`src/rtl/ntpm_pkg.sv`:
```
// Types and constants of the NTP time jump and stale monitor.
// No dependencies; used by the conversion, jump check and top-level files.
package ntpm_pkg;

  // Seconds from 1900-01-01 to 1970-01-01.
  localparam logic [31:0] UNIX_EPOCH_OFFSET = 32'd2208988800;
  localparam logic [9:0]  MS_PER_SEC        = 10'd1000;

  localparam logic KIND_TICK      = 1'b0;
  localparam logic KIND_TIMESTAMP = 1'b1;

  // Register indexes (byte address is four times the index).
  localparam logic [1:0] REG_SERVER_IP   = 2'd0;
  localparam logic [1:0] REG_JUMP_LIMIT  = 2'd1;
  localparam logic [1:0] REG_STALE_LIMIT = 2'd2;

  localparam logic [30:0] JUMP_LIMIT_RST  = 31'd5;
  localparam logic [15:0] STALE_LIMIT_RST = 16'd10;

  typedef struct packed {
    logic [31:0] seconds;
    logic [9:0]  millis;
  } ntpm_time_t;

endpackage

```
`src/rtl/ntpm_convert.sv`:
```
// Converts an NTP transmit timestamp into Unix seconds and milliseconds.
// Depends on ntpm_pkg.
module ntpm_convert (
  input  logic [31:0]         ntp_seconds,
  input  logic [31:0]         ntp_fraction,
  output ntpm_pkg::ntpm_time_t unix_time
);

  logic [41:0] frac_scaled;

  // The top ten bits of fraction * 1000 give whole milliseconds, always below 1000.
  assign frac_scaled        = {10'd0, ntp_fraction} * {32'd0, ntpm_pkg::MS_PER_SEC};
  assign unix_time.millis   = frac_scaled[41:32];
  assign unix_time.seconds  = ntp_seconds - ntpm_pkg::UNIX_EPOCH_OFFSET;

endmodule

```
`src/rtl/ntpm_jump_check.sv`:
```
// Decides whether a new time differs from the held time by more than the
// jump limit in whole seconds, truncated toward zero. Depends on ntpm_pkg.
module ntpm_jump_check (
  input  ntpm_pkg::ntpm_time_t new_time,
  input  ntpm_pkg::ntpm_time_t old_time,
  input  logic [30:0]          jump_limit,
  output logic                 over_limit
);

  logic [32:0] sec_fwd;
  logic [31:0] sec_back;
  logic [31:0] sec_abs;
  logic        sec_neg;
  logic        ms_lt;
  logic        ms_gt;
  logic        diff_neg;
  logic        borrow;
  logic [32:0] limit_adj;

  assign sec_fwd  = {1'b0, new_time.seconds} - {1'b0, old_time.seconds};
  assign sec_back = old_time.seconds - new_time.seconds;
  assign sec_neg  = sec_fwd[32];
  assign sec_abs  = sec_neg ? sec_back : sec_fwd[31:0];
  assign ms_lt    = new_time.millis < old_time.millis;
  assign ms_gt    = new_time.millis > old_time.millis;

  // When the millisecond part pulls against the sign of the whole step, the
  // truncated magnitude is one second less than the seconds difference.
  assign diff_neg  = sec_neg || ((sec_abs == 32'd0) && ms_lt);
  assign borrow    = diff_neg ? ms_gt : ms_lt;
  assign limit_adj = {2'b00, jump_limit} + {32'd0, borrow};

  assign over_limit = {1'b0, sec_abs} > limit_adj;

endmodule

```
`src/rtl/ntp_time_jump_and_stale_monitor_core.sv`:
```
// NTP time jump and stale monitor: top level.
// Depends on ntpm_pkg, ntpm_convert and ntpm_jump_check.
//
// Usage: each transfer on the in_ channel is a timer tick (in_kind 0) or an
// NTP transmit timestamp with its sender address (in_kind 1). Every input
// transfer yields exactly one transfer on the out_ channel carrying the
// accepted, jump and stale flags and the held Unix time after that item.
// Timestamps from an address other than server_ip are dropped without any
// change of state. Registers are written through the cfg_ APB port at byte
// addresses 0 (server_ip), 4 (jump limit) and 8 (stale limit).
// Flow: an item taken into the input register passes on to the result register
// and is presented on out_. Throughput is one item per cycle while the receiver
// does not stall; the input register feeds a single pass of conversion, one
// 32x10 multiply, a 33-bit difference and compare, straight into the result
// register and the held-time state.
// Reset clears both stages, drops the held time, restores register defaults
// and arms first-sample mode. When the receiver stalls, the result register
// holds its transfer and one further item waits in the input register;
// in_ready falls only when both are full.
module ntp_time_jump_and_stale_monitor_core (
  input  logic        clk,
  input  logic        rst_n,
  input  logic        in_valid,
  output logic        in_ready,
  input  logic        in_kind,
  input  logic [31:0] in_source_ip,
  input  logic [31:0] in_ntp_seconds,
  input  logic [31:0] in_ntp_fraction,
  output logic        out_valid,
  input  logic        out_ready,
  output logic        out_accepted,
  output logic        out_jump,
  output logic        out_stale,
  output logic [31:0] out_unix_seconds,
  output logic [9:0]  out_millis,
  input  logic        cfg_psel,
  input  logic        cfg_penable,
  input  logic        cfg_pwrite,
  input  logic [3:0]  cfg_paddr,
  input  logic [31:0] cfg_pwdata,
  output logic [31:0] cfg_prdata,
  output logic        cfg_pready
);

  // Configuration registers.
  logic [31:0] server_ip_r;
  logic [30:0] jump_limit_r;
  logic [15:0] stale_limit_r;
  logic        cfg_wr;
  logic [1:0]  cfg_idx;

  // Input stage.
  logic        s1_valid_r;
  logic        s1_kind_r;
  logic [31:0] s1_source_ip_r;
  logic [31:0] s1_ntp_seconds_r;
  logic [31:0] s1_ntp_fraction_r;
  logic        advance;

  // Monitor state.
  ntpm_pkg::ntpm_time_t held_r;
  ntpm_pkg::ntpm_time_t held_nxt;
  logic                 held_valid_r;
  logic                 held_valid_nxt;
  ntpm_pkg::ntpm_time_t watched_r;
  ntpm_pkg::ntpm_time_t watched_nxt;
  logic                 watched_valid_r;
  logic                 watched_valid_nxt;
  logic [16:0]          ticks_r;
  logic [16:0]          ticks_nxt;
  logic                 rearm_r;
  logic                 rearm_nxt;

  // Result stage.
  logic        out_valid_r;
  logic        out_accepted_r;
  logic        out_jump_r;
  logic        out_stale_r;
  logic        stale_nxt;
  logic        jump_nxt;

  ntpm_pkg::ntpm_time_t new_time;
  logic                 over_limit;
  logic                 is_tick;
  logic                 take;
  logic                 held_eq;
  logic [16:0]          ticks_inc;
  logic                 stale_hit;

  // ---------------- configuration port ----------------
  assign cfg_pready = 1'b1;
  assign cfg_idx    = cfg_paddr[3:2];
  assign cfg_wr     = cfg_psel && cfg_penable && cfg_pwrite;

  always_comb begin
    case (cfg_idx)
      ntpm_pkg::REG_SERVER_IP:   cfg_prdata = server_ip_r;
      ntpm_pkg::REG_JUMP_LIMIT:  cfg_prdata = {1'b0, jump_limit_r};
      ntpm_pkg::REG_STALE_LIMIT: cfg_prdata = {16'd0, stale_limit_r};
      default:                   cfg_prdata = 32'd0;
    endcase
  end

  always_ff @(posedge clk) begin
    if (!rst_n) begin
      server_ip_r   <= 32'd0;
      jump_limit_r  <= ntpm_pkg::JUMP_LIMIT_RST;
      stale_limit_r <= ntpm_pkg::STALE_LIMIT_RST;
    end else if (cfg_wr) begin
      case (cfg_idx)
        ntpm_pkg::REG_SERVER_IP:   server_ip_r   <= cfg_pwdata;
        ntpm_pkg::REG_JUMP_LIMIT:  jump_limit_r  <= cfg_pwdata[30:0];
        ntpm_pkg::REG_STALE_LIMIT: stale_limit_r <= cfg_pwdata[15:0];
        default: ;
      endcase
    end
  end

  // ---------------- input stage ----------------
  assign advance  = s1_valid_r && (!out_valid_r || out_ready);
  assign in_ready = !s1_valid_r || advance;

  always_ff @(posedge clk) begin
    if (!rst_n) begin
      s1_valid_r <= 1'b0;
    end else if (in_ready) begin
      s1_valid_r <= in_valid;
    end
  end

  always_ff @(posedge clk) begin
    if (in_valid && in_ready) begin
      s1_kind_r         <= in_kind;
      s1_source_ip_r    <= in_source_ip;
      s1_ntp_seconds_r  <= in_ntp_seconds;
      s1_ntp_fraction_r <= in_ntp_fraction;
    end
  end

  // ---------------- single pass ----------------
  ntpm_convert u_convert (
    .ntp_seconds  (s1_ntp_seconds_r),
    .ntp_fraction (s1_ntp_fraction_r),
    .unix_time    (new_time)
  );

  ntpm_jump_check u_jump_check (
    .new_time   (new_time),
    .old_time   (held_r),
    .jump_limit (jump_limit_r),
    .over_limit (over_limit)
  );

  assign is_tick = s1_kind_r == ntpm_pkg::KIND_TICK;
  assign take    = advance && (s1_kind_r == ntpm_pkg::KIND_TIMESTAMP)
                   && (s1_source_ip_r == server_ip_r);

  // Two times without a value compare equal; a held value never equals none.
  assign held_eq = (!held_valid_r || !watched_valid_r) ?
                   (held_valid_r == watched_valid_r) : (held_r == watched_r);

  assign ticks_inc = ticks_r + 17'd1;
  assign stale_hit = ticks_inc > {1'b0, stale_limit_r};

  always_comb begin
    held_nxt          = held_r;
    held_valid_nxt    = held_valid_r;
    watched_nxt       = watched_r;
    watched_valid_nxt = watched_valid_r;
    ticks_nxt         = ticks_r;
    rearm_nxt         = rearm_r;
    stale_nxt         = 1'b0;
    jump_nxt          = 1'b0;
    if (advance && is_tick) begin
      if (held_eq) begin
        stale_nxt = stale_hit;
        ticks_nxt = stale_hit ? 17'd0 : ticks_inc;
      end else begin
        watched_nxt       = held_r;
        watched_valid_nxt = held_valid_r;
        ticks_nxt         = 17'd0;
      end
    end
    if (take) begin
      // The first sample after reset or a server change is taken unchecked.
      jump_nxt       = !rearm_r && held_valid_r && over_limit;
      rearm_nxt      = 1'b0;
      held_nxt       = new_time;
      held_valid_nxt = 1'b1;
    end
    if (cfg_wr && (cfg_idx == ntpm_pkg::REG_SERVER_IP)) begin
      rearm_nxt = 1'b1;
    end
  end

  always_ff @(posedge clk) begin
    if (!rst_n) begin
      held_r          <= '0;
      held_valid_r    <= 1'b0;
      watched_r       <= '0;
      watched_valid_r <= 1'b0;
      ticks_r         <= 17'd0;
      rearm_r         <= 1'b1;
    end else begin
      held_r          <= held_nxt;
      held_valid_r    <= held_valid_nxt;
      watched_r       <= watched_nxt;
      watched_valid_r <= watched_valid_nxt;
      ticks_r         <= ticks_nxt;
      rearm_r         <= rearm_nxt;
    end
  end

  // ---------------- result stage ----------------
  always_ff @(posedge clk) begin
    if (!rst_n) begin
      out_valid_r <= 1'b0;
    end else if (advance) begin
      out_valid_r <= 1'b1;
    end else if (out_ready) begin
      out_valid_r <= 1'b0;
    end
  end

  // The held time is kept at zero until the first sample, so it can be shown as is.
  always_ff @(posedge clk) begin
    if (advance) begin
      out_accepted_r <= take;
      out_jump_r     <= jump_nxt;
      out_stale_r    <= stale_nxt;
    end
  end

  assign out_valid        = out_valid_r;
  assign out_accepted     = out_accepted_r;
  assign out_jump         = out_jump_r;
  assign out_stale        = out_stale_r;
  assign out_unix_seconds = held_r.seconds;
  assign out_millis       = held_r.millis;

endmodule

```
`config.mk`:
```
export PLATFORM = sky130hd
export DESIGN_NAME = ntp_time_jump_and_stale_monitor_core
export DESIGN_NICKNAME = d
export VERILOG_FILES = /design/src/rtl/ntpm_pkg.sv /design/src/rtl/ntpm_convert.sv /design/src/rtl/ntpm_jump_check.sv /design/src/rtl/ntp_time_jump_and_stale_monitor_core.sv
export SDC_FILE = /design/constraint.sdc
export NUM_CORES = 1
export LEC_CHECK = 0
export ABC_AREA = 1
export BUFFER_PORTS_ARGS = -buffer_cell sky130_fd_sc_hd__buf_2
export CORE_UTILIZATION = 56
export CTS_CLUSTER_SIZE = 10
export DETAILED_ROUTE_END_ITERATION = 8
export PLACE_DENSITY_LB_ADDON = 0.15
export REMOVE_ABC_BUFFERS = 1
export SYNTH_ARGS = -nofsm -noshare
export SYNTH_HDL_FRONTEND = slang
export SYNTH_HIERARCHICAL = 1
export SYNTH_SLANG_ARGS = --single-unit
```
`constraint.sdc`:
```
create_clock -name clk -period 7.6 [get_ports clk]
set_clock_uncertainty 0.05 [all_clocks]
set_input_delay 1.14 -clock clk [delete_from_list [all_inputs] [get_ports clk]]
set_output_delay 1.14 -clock clk [all_outputs]
set_load 0.005 [all_outputs]
```
# [Yosys cells after proc, flatten, opt, wreduce, memory -nomap -nowiden]
# Index checks and enable logic that the tools add are counted.
[classes] n_lt_le_gt_ge=4 eq_ne=5 n_bitwise=3 muxes=8 mul=1 div=0 add_sub_neg=5 n_reduce_logical=29 shift=0
[ops] op="case mux 32 bit (3 select lines)" count=1
[ops] op="== test 42 bit" count=1
[ops] op="multiplier 32 x 7 -> 39 bit (second input constant)" count=1
[ops] op="two-way mux 17 bit" count=2
[ops] op="> comparator 32 x 33 -> 1 bit" count=1
[ops] op="subtractor 32 x 32 -> 33 bit" count=1
[ops] op="adder 31 x 1 -> 32 bit" count=1
[ops] op="== test 32 bit" count=1
[ops] op="logical NOT 32 bit" count=1
[ops] op="two-way mux 32 bit" count=1
[ops] op="subtractor 32 bit" count=1
[ops] op="subtractor 32 bit (second input constant)" count=1
[ops] op="adder 17 x 1 -> 17 bit (second input constant)" count=1
[ops] op="> comparator 17 x 16 -> 1 bit" count=1
[ops] op="logical AND 1 bit" count=11
[ops] op="> comparator 10 bit" count=1
[ops] op="less-than comparator 10 bit" count=1
[ops] op="AND reduction 2 bit" count=5
[ops] op="logical NOT 1 bit" count=5
[ops] op="logical OR 1 bit" count=4
[ops] op="two-way mux 1 bit" count=4
[ops] op="NOT 1 bit" count=3
[ops] op="== test 2 x 1 -> 1 bit (second input constant)" count=1
[ops] op="== test 2 bit (second input constant)" count=1
[ops] op="4 further kinds" count=4
[totals] input_bits=140 wordCells=75 rom_bits=0 n_memories=0 ff_bits=285 latchBits=0 ram_bits=0 output_inout_bits=80

# [Logic depth before layout (Yosys ltp)]
[logic_depth] ltp_word=10 ltp_mapped=53

# [Hierarchy]
# The synthesis kept the hierarchy.
[modules_own_cells] module="ntp_time_jump_and_stale_monitor_core" cells_per_inst=1421 area_each_um2=12007.8 n_inst=1
[modules_own_cells] module="ntpm_jump_check" cells_per_inst=1378 area_each_um2=6899.1 n_inst=1
[modules_own_cells] module="ntpm_convert" cells_per_inst=833 area_each_um2=6261.0 n_inst=1

# [Worst setup path before layout]
# OpenSTA, ideal clock, no wires.
[synth_path] kind="reg2reg" from="register s1_ntp_fraction_r[24]" to="register out_jump_r (netlist: out_jump), data pin" period_less_slack_ns=7.740 setup_ns=0.256 stages_incl_launch_ff=44 setup_slack_ns=-0.140 arrival_time_ns=7.435 path_buffers=0 cell_sequence="edfxtp_1 -> inv_1 -> fa_1 -> fa_1 -> inv_1 -> fa_1 -> inv_1 -> fa_1 -> inv_1 -> ha_1 -> nand2_1 -> nor2_2 -> inv_1 -> nor3_2 -> nand4_1 -> nand4_1 -> nand2_1 -> ha_1 -> [8 not listed] -> nand3_1 -> nor2_1 -> nand2_1 -> nor2_1 -> nand3_1 -> nor3_1 -> nand2_1 -> nor4_1 -> xnor2_1 -> ha_1 -> nand2_1 -> inv_1 -> nand3_1 -> nor3_1 -> nand2_1 -> nor4b_1 -> nor2_1 -> and3_2"
[synth_rtl] item="from (decl)" line_no="ntp_time_jump_and_stale_monitor_core.sv:57" source="logic [31:0] s1_ntp_fraction_r;"
[synth_rtl] item="from (signal assigned)" line_no="ntp_time_jump_and_stale_monitor_core.sv:136" source="s1_ntp_fraction_r <= in_ntp_fraction;"
[synth_rtl] item="to (signal assigned)" line_no="ntp_time_jump_and_stale_monitor_core.sv:229" source="out_jump_r <= jump_nxt;"
[synth_rtl] item="to (decl)" line_no="ntp_time_jump_and_stale_monitor_core.sv:77" source="logic out_jump_r;"

==> key figures <==
Run status
  • Status: finished, violations left
  • Failing checks: negative setup slack

Floorplanning
  • Core Rows: 77
  • Initial Util: 56.8%
  • DIE AREA: 0.0458 mm²
  • Die Wd: 214 µm
  • Core Box Area: 0.0443 mm²
  • # IOs: 220
  • Die Y: 214 µm

Timing
  • Setup TNS: -640 ps
  • Hold_ws: 414 ps
  • Final-report hold violation count: 0
  • RSZ-0062 raised after global routing: yes
  • Worst Setup Slack, final: -640 ps
  • Worst Tran Pin Value: 1050 ps
  • Fmax: 121 MHz
  • Max-slew headroom: 29.9%
  • Min cycle time layout: 8240 ps
  • Tcrit/Tclk final: 108%
  • # setup viols final: 1
  • Fin. max-slew vios: 0

Worst setup path
  • CP Class: flip-flop to flip-flop
  • Critical path destination: out_jump$_SDFFCE_PN0P_
  • Internal reg-to-reg setup slack: -640 ps
  • Crit path required time: 7860 ps
  • Startpoint Class: flip-flop
  • FF-to-FF End: out_jump$_SDFFCE_PN0P_
  • WP data arrival: 8500 ps
  • Crit-path slowest cell: fa_1
  • Max incr delay on CP: 550 ps
  • RR Startpoint: s1_ntp_fraction_r[4]$_DFFE_PP_
  • Most used cell along the critical path: nand2_1
  • Crit end category: flip-flop
  • Worst Path Max Fanout: 3
  • Setup crit start: s1_ntp_fraction_r[4]$_DFFE_PP_
  • FF-to-FF path depth: 46

GRT
  • Total grt overflow: 0
  • Largest net degree at the start of global routing: 109
  • Initial antenna violation count: 1
  • Global-route usage over all layers: 31.1%
  • Vias in the first global route: 22,400
  • Global-route wire length before repair: 114 mm

Routing
  • DR vias/cell: 5.18
  • WL met3: 4.50 mm
  • Met2 WL: 33.5 mm
  • WL/cell: 15.8 µm
  • DR top layer: met4
  • Vias post-DR: 23,900
  • Drt pass-1 iters: 5
  • Met1 WL: 32.7 mm
  • Iteration-0 DRC Markers: 1,938
  • DRC Markers: 0
  • Antenna viol nets, final: 0
  • WL final: 72.7 mm

Place
  • Dpl hpwl: 57.2 mm
  • I/O Buffers: 216
  • RD Place Congestion: 1.00

Yosys
  • Register bit count reported by yosys: 285
  • Register area share after synthesis: 26.6%
  • Top cells by area, synth: dfxtp_1, nand2_1, edfxtp_1, ha_1, inv_1
  • Area leader, netlist: dfxtp_1
  • Yosys cell types: 55
  • Top cell type's share of synthesized area: 14.7%
  • Main synth FF type: dfxtp_1
  • Syn Inst Count: 3,632
  • Synthesized area: 0.0252 mm²
  • EDFF count, synth: 100
  • YS warnings: 6
  • Avg Inst Size Synth: 6.93 µm²
  • Post-synth ARST share: 0%

Cells and area
  • Diode count: 0
  • Most frequent cells in the layout: nand2_1, inv_1, nor2_1, buf_2
  • Area grow syn2layout: 17.5%
  • Layout cells sized above 1: 15.9%
  • Multi-input gate area: 0.0159 mm²
  • Register area: 0.00671 mm²
  • Nets: 4,463
  • Filler cell count in the final layout: 4,040
  • Final core utilization: 66.7%
  • Commonest non-fill, non-tap cell in the layout: nand2_1

Run
  • Maxcap violations: 0

Clocking
  • Htree depth: 2
  • Clock buffer depth: 3
  • Clock root buffer master: clkbuf_16
  • Worst skew pair latency: 560 ps
  • Total clock buffers created by CTS: 37
  • Post-CTS Hold Fix Bufs: 0
  • TritonCTS clock tree: yes
  • Total clock sinks: 285
  • CTS clk-pin slew, worst paths: 60 ps

Power and ir drop
  • Switch Pwr: 3.10 mW
  • LEAKAGE: 14.6 nW
  • Internal: 4.37 mW
  • Comb pwr share: 56.1%
  • Sequential power share: 22.2%
  • PwrDens: 253 mW/mm²
  • Maximum vdd drop: 277 µV
  • Sw Ratio: 41.5%
  • Clock network fraction of design power: 21.7%

Hold path
  • Hold crit path type: flip-flop to flip-flop
[per-layer routing]
metal	vias to the layer above	GRT usage, %
met5	-	0
met4	0	9.14
met3	114	3.47
met2	744	51.2
met1	10900	42.9
li1	12100	-
[worst max-delay path, delay by kind of cell, from the launching register on]
kind            cells  cell delay [ps]
flops               1              340
compound gates      4              520
fa+ha+maj           8             3210
buf+inv             5              440
simple gates       29             3440
[how the worst min path moves through the flow]
stage                                from                          to  slack (ps)  depth (start not counted)
2_1_floorplan        rearm_r$_SDFFE_PP1P_        rearm_r$_SDFFE_PP1P_         380                          2
3_3_place_gp         rearm_r$_SDFFE_PP1P_        rearm_r$_SDFFE_PP1P_         390                          2
3_5_place_dp         rearm_r$_SDFFE_PP1P_        rearm_r$_SDFFE_PP1P_         400                          2
4_1_cts          ticks_r[16]$_SDFFE_PN0P_    ticks_r[16]$_SDFFE_PN0P_         410                          2
5_1_grt        watched_r[13]$_SDFFE_PN0P_  watched_r[13]$_SDFFE_PN0P_         440                          2
6_report         ticks_r[16]$_SDFFE_PN0P_    ticks_r[16]$_SDFFE_PN0P_         410                          2
[power groups by stage]
stage	combinational (mW)	sequential [mW]	clock [mW]
global route	4.70	1.66	1.70
detailed placement	3.56	1.69	0
global placement	3.49	1.69	0
floorplan	2.32	1.69	0
finish	4.19	1.66	1.62
CTS	3.65	1.66	1.65
[final cells by class]
| type | instances | area share (%) |
|---|---|---|
| clock inverters | 8 | 0.275 |
| repair buffers | 409 | 8.56 |
| clock buffers | 53 | 3.44 |
| inverters | 686 | 8.73 |
| flip-flops and latches | 285 | 22.7 |
| well taps | 592 | 2.51 |
| multi-input cells | 2576 | 53.8 |
[cells by family (layout without fill, tap and decap cells)]
group	Yosys count	after routing	synth area share, %
AND/OR/NAND/NOR	1664	1664	27.5
other	1	1	0.0149
XOR/XNOR	111	111	3.86
flip-flops	285	285	26.6
buffers and inverters	771	1156	12.0
adder cells (fa/ha/maj)	328	328	19.9
AO/OA/AOI/OAI	472	472	10.2
[per-stage QoR]
| stage | worst slack (ps) | power, mW | area (µm²) | instances |
|---|---|---|---|---|
| 6_report | -640 | 7.47 | 29600 | 4609 |
| 5_1_grt | -1100 | 8.07 | 29600 | 4609 |
| 4_1_cts | -686 | 6.96 | 29100 | 4595 |
| 3_5_place_dp | -986 | 5.25 | 27900 | 4533 |
| 3_3_place_gp | -759 | 5.18 | 27900 | 4533 |
| 2_1_floorplan | -150 | 4.01 | 24700 | 3547 |
[Yosys cell counts, types with 3 or more instances]
| library cell | instances |
|---|---|
| o21a_1 | 5 |
| dfxtp_1 | 185 |
| xnor2_1 | 33 |
| nor3b_1 | 3 |
| nand4_1 | 60 |
| o211ai_1 | 10 |
| nor2_2 | 11 |
| buf_6 | 6 |
| nand3b_1 | 5 |
| nor2_1 | 371 |
| inv_2 | 10 |
| fa_1 | 119 |
| nand2_1 | 981 |
| nor2_4 | 7 |
| o21ai_1 | 9 |
| buf_4 | 10 |
| ha_1 | 209 |
| o221ai_1 | 11 |
| clkbuf_2 | 6 |
| a21oi_2 | 5 |
| nand3_1 | 133 |
| a22o_1 | 4 |
| or2_2 | 12 |
| buf_2 | 16 |
| o21bai_1 | 14 |
| edfxtp_1 | 100 |
| xor2_1 | 78 |
| o21ai_0 | 188 |
| nand2_2 | 10 |
| a21o_1 | 7 |
| nand2_4 | 5 |
| nor4_1 | 21 |
| a21oi_1 | 206 |
| clkbuf_1 | 46 |
| nor3_1 | 34 |
| inv_1 | 675 |
[repair_timing]
action / 4_1_cts / 5_1_grt
pin swaps: 10 / 47
setup buffers: 1 / 14
setup endpoints to repair: 1 / 1
gates resized for setup: 34 / 97
[flip-flops by register name (all words and copies together), names as in the netlist, 17 cells and up]
name and flops:
jump_limit_r 31, out_unix_seconds 32, s1_ntp_fraction_r 32, s1_ntp_seconds_r 32, s1_source_ip_r 32, server_ip_r 32
ticks_r 17, watched_r 42
Note: power is estimated with default switching activity, not from simulation.
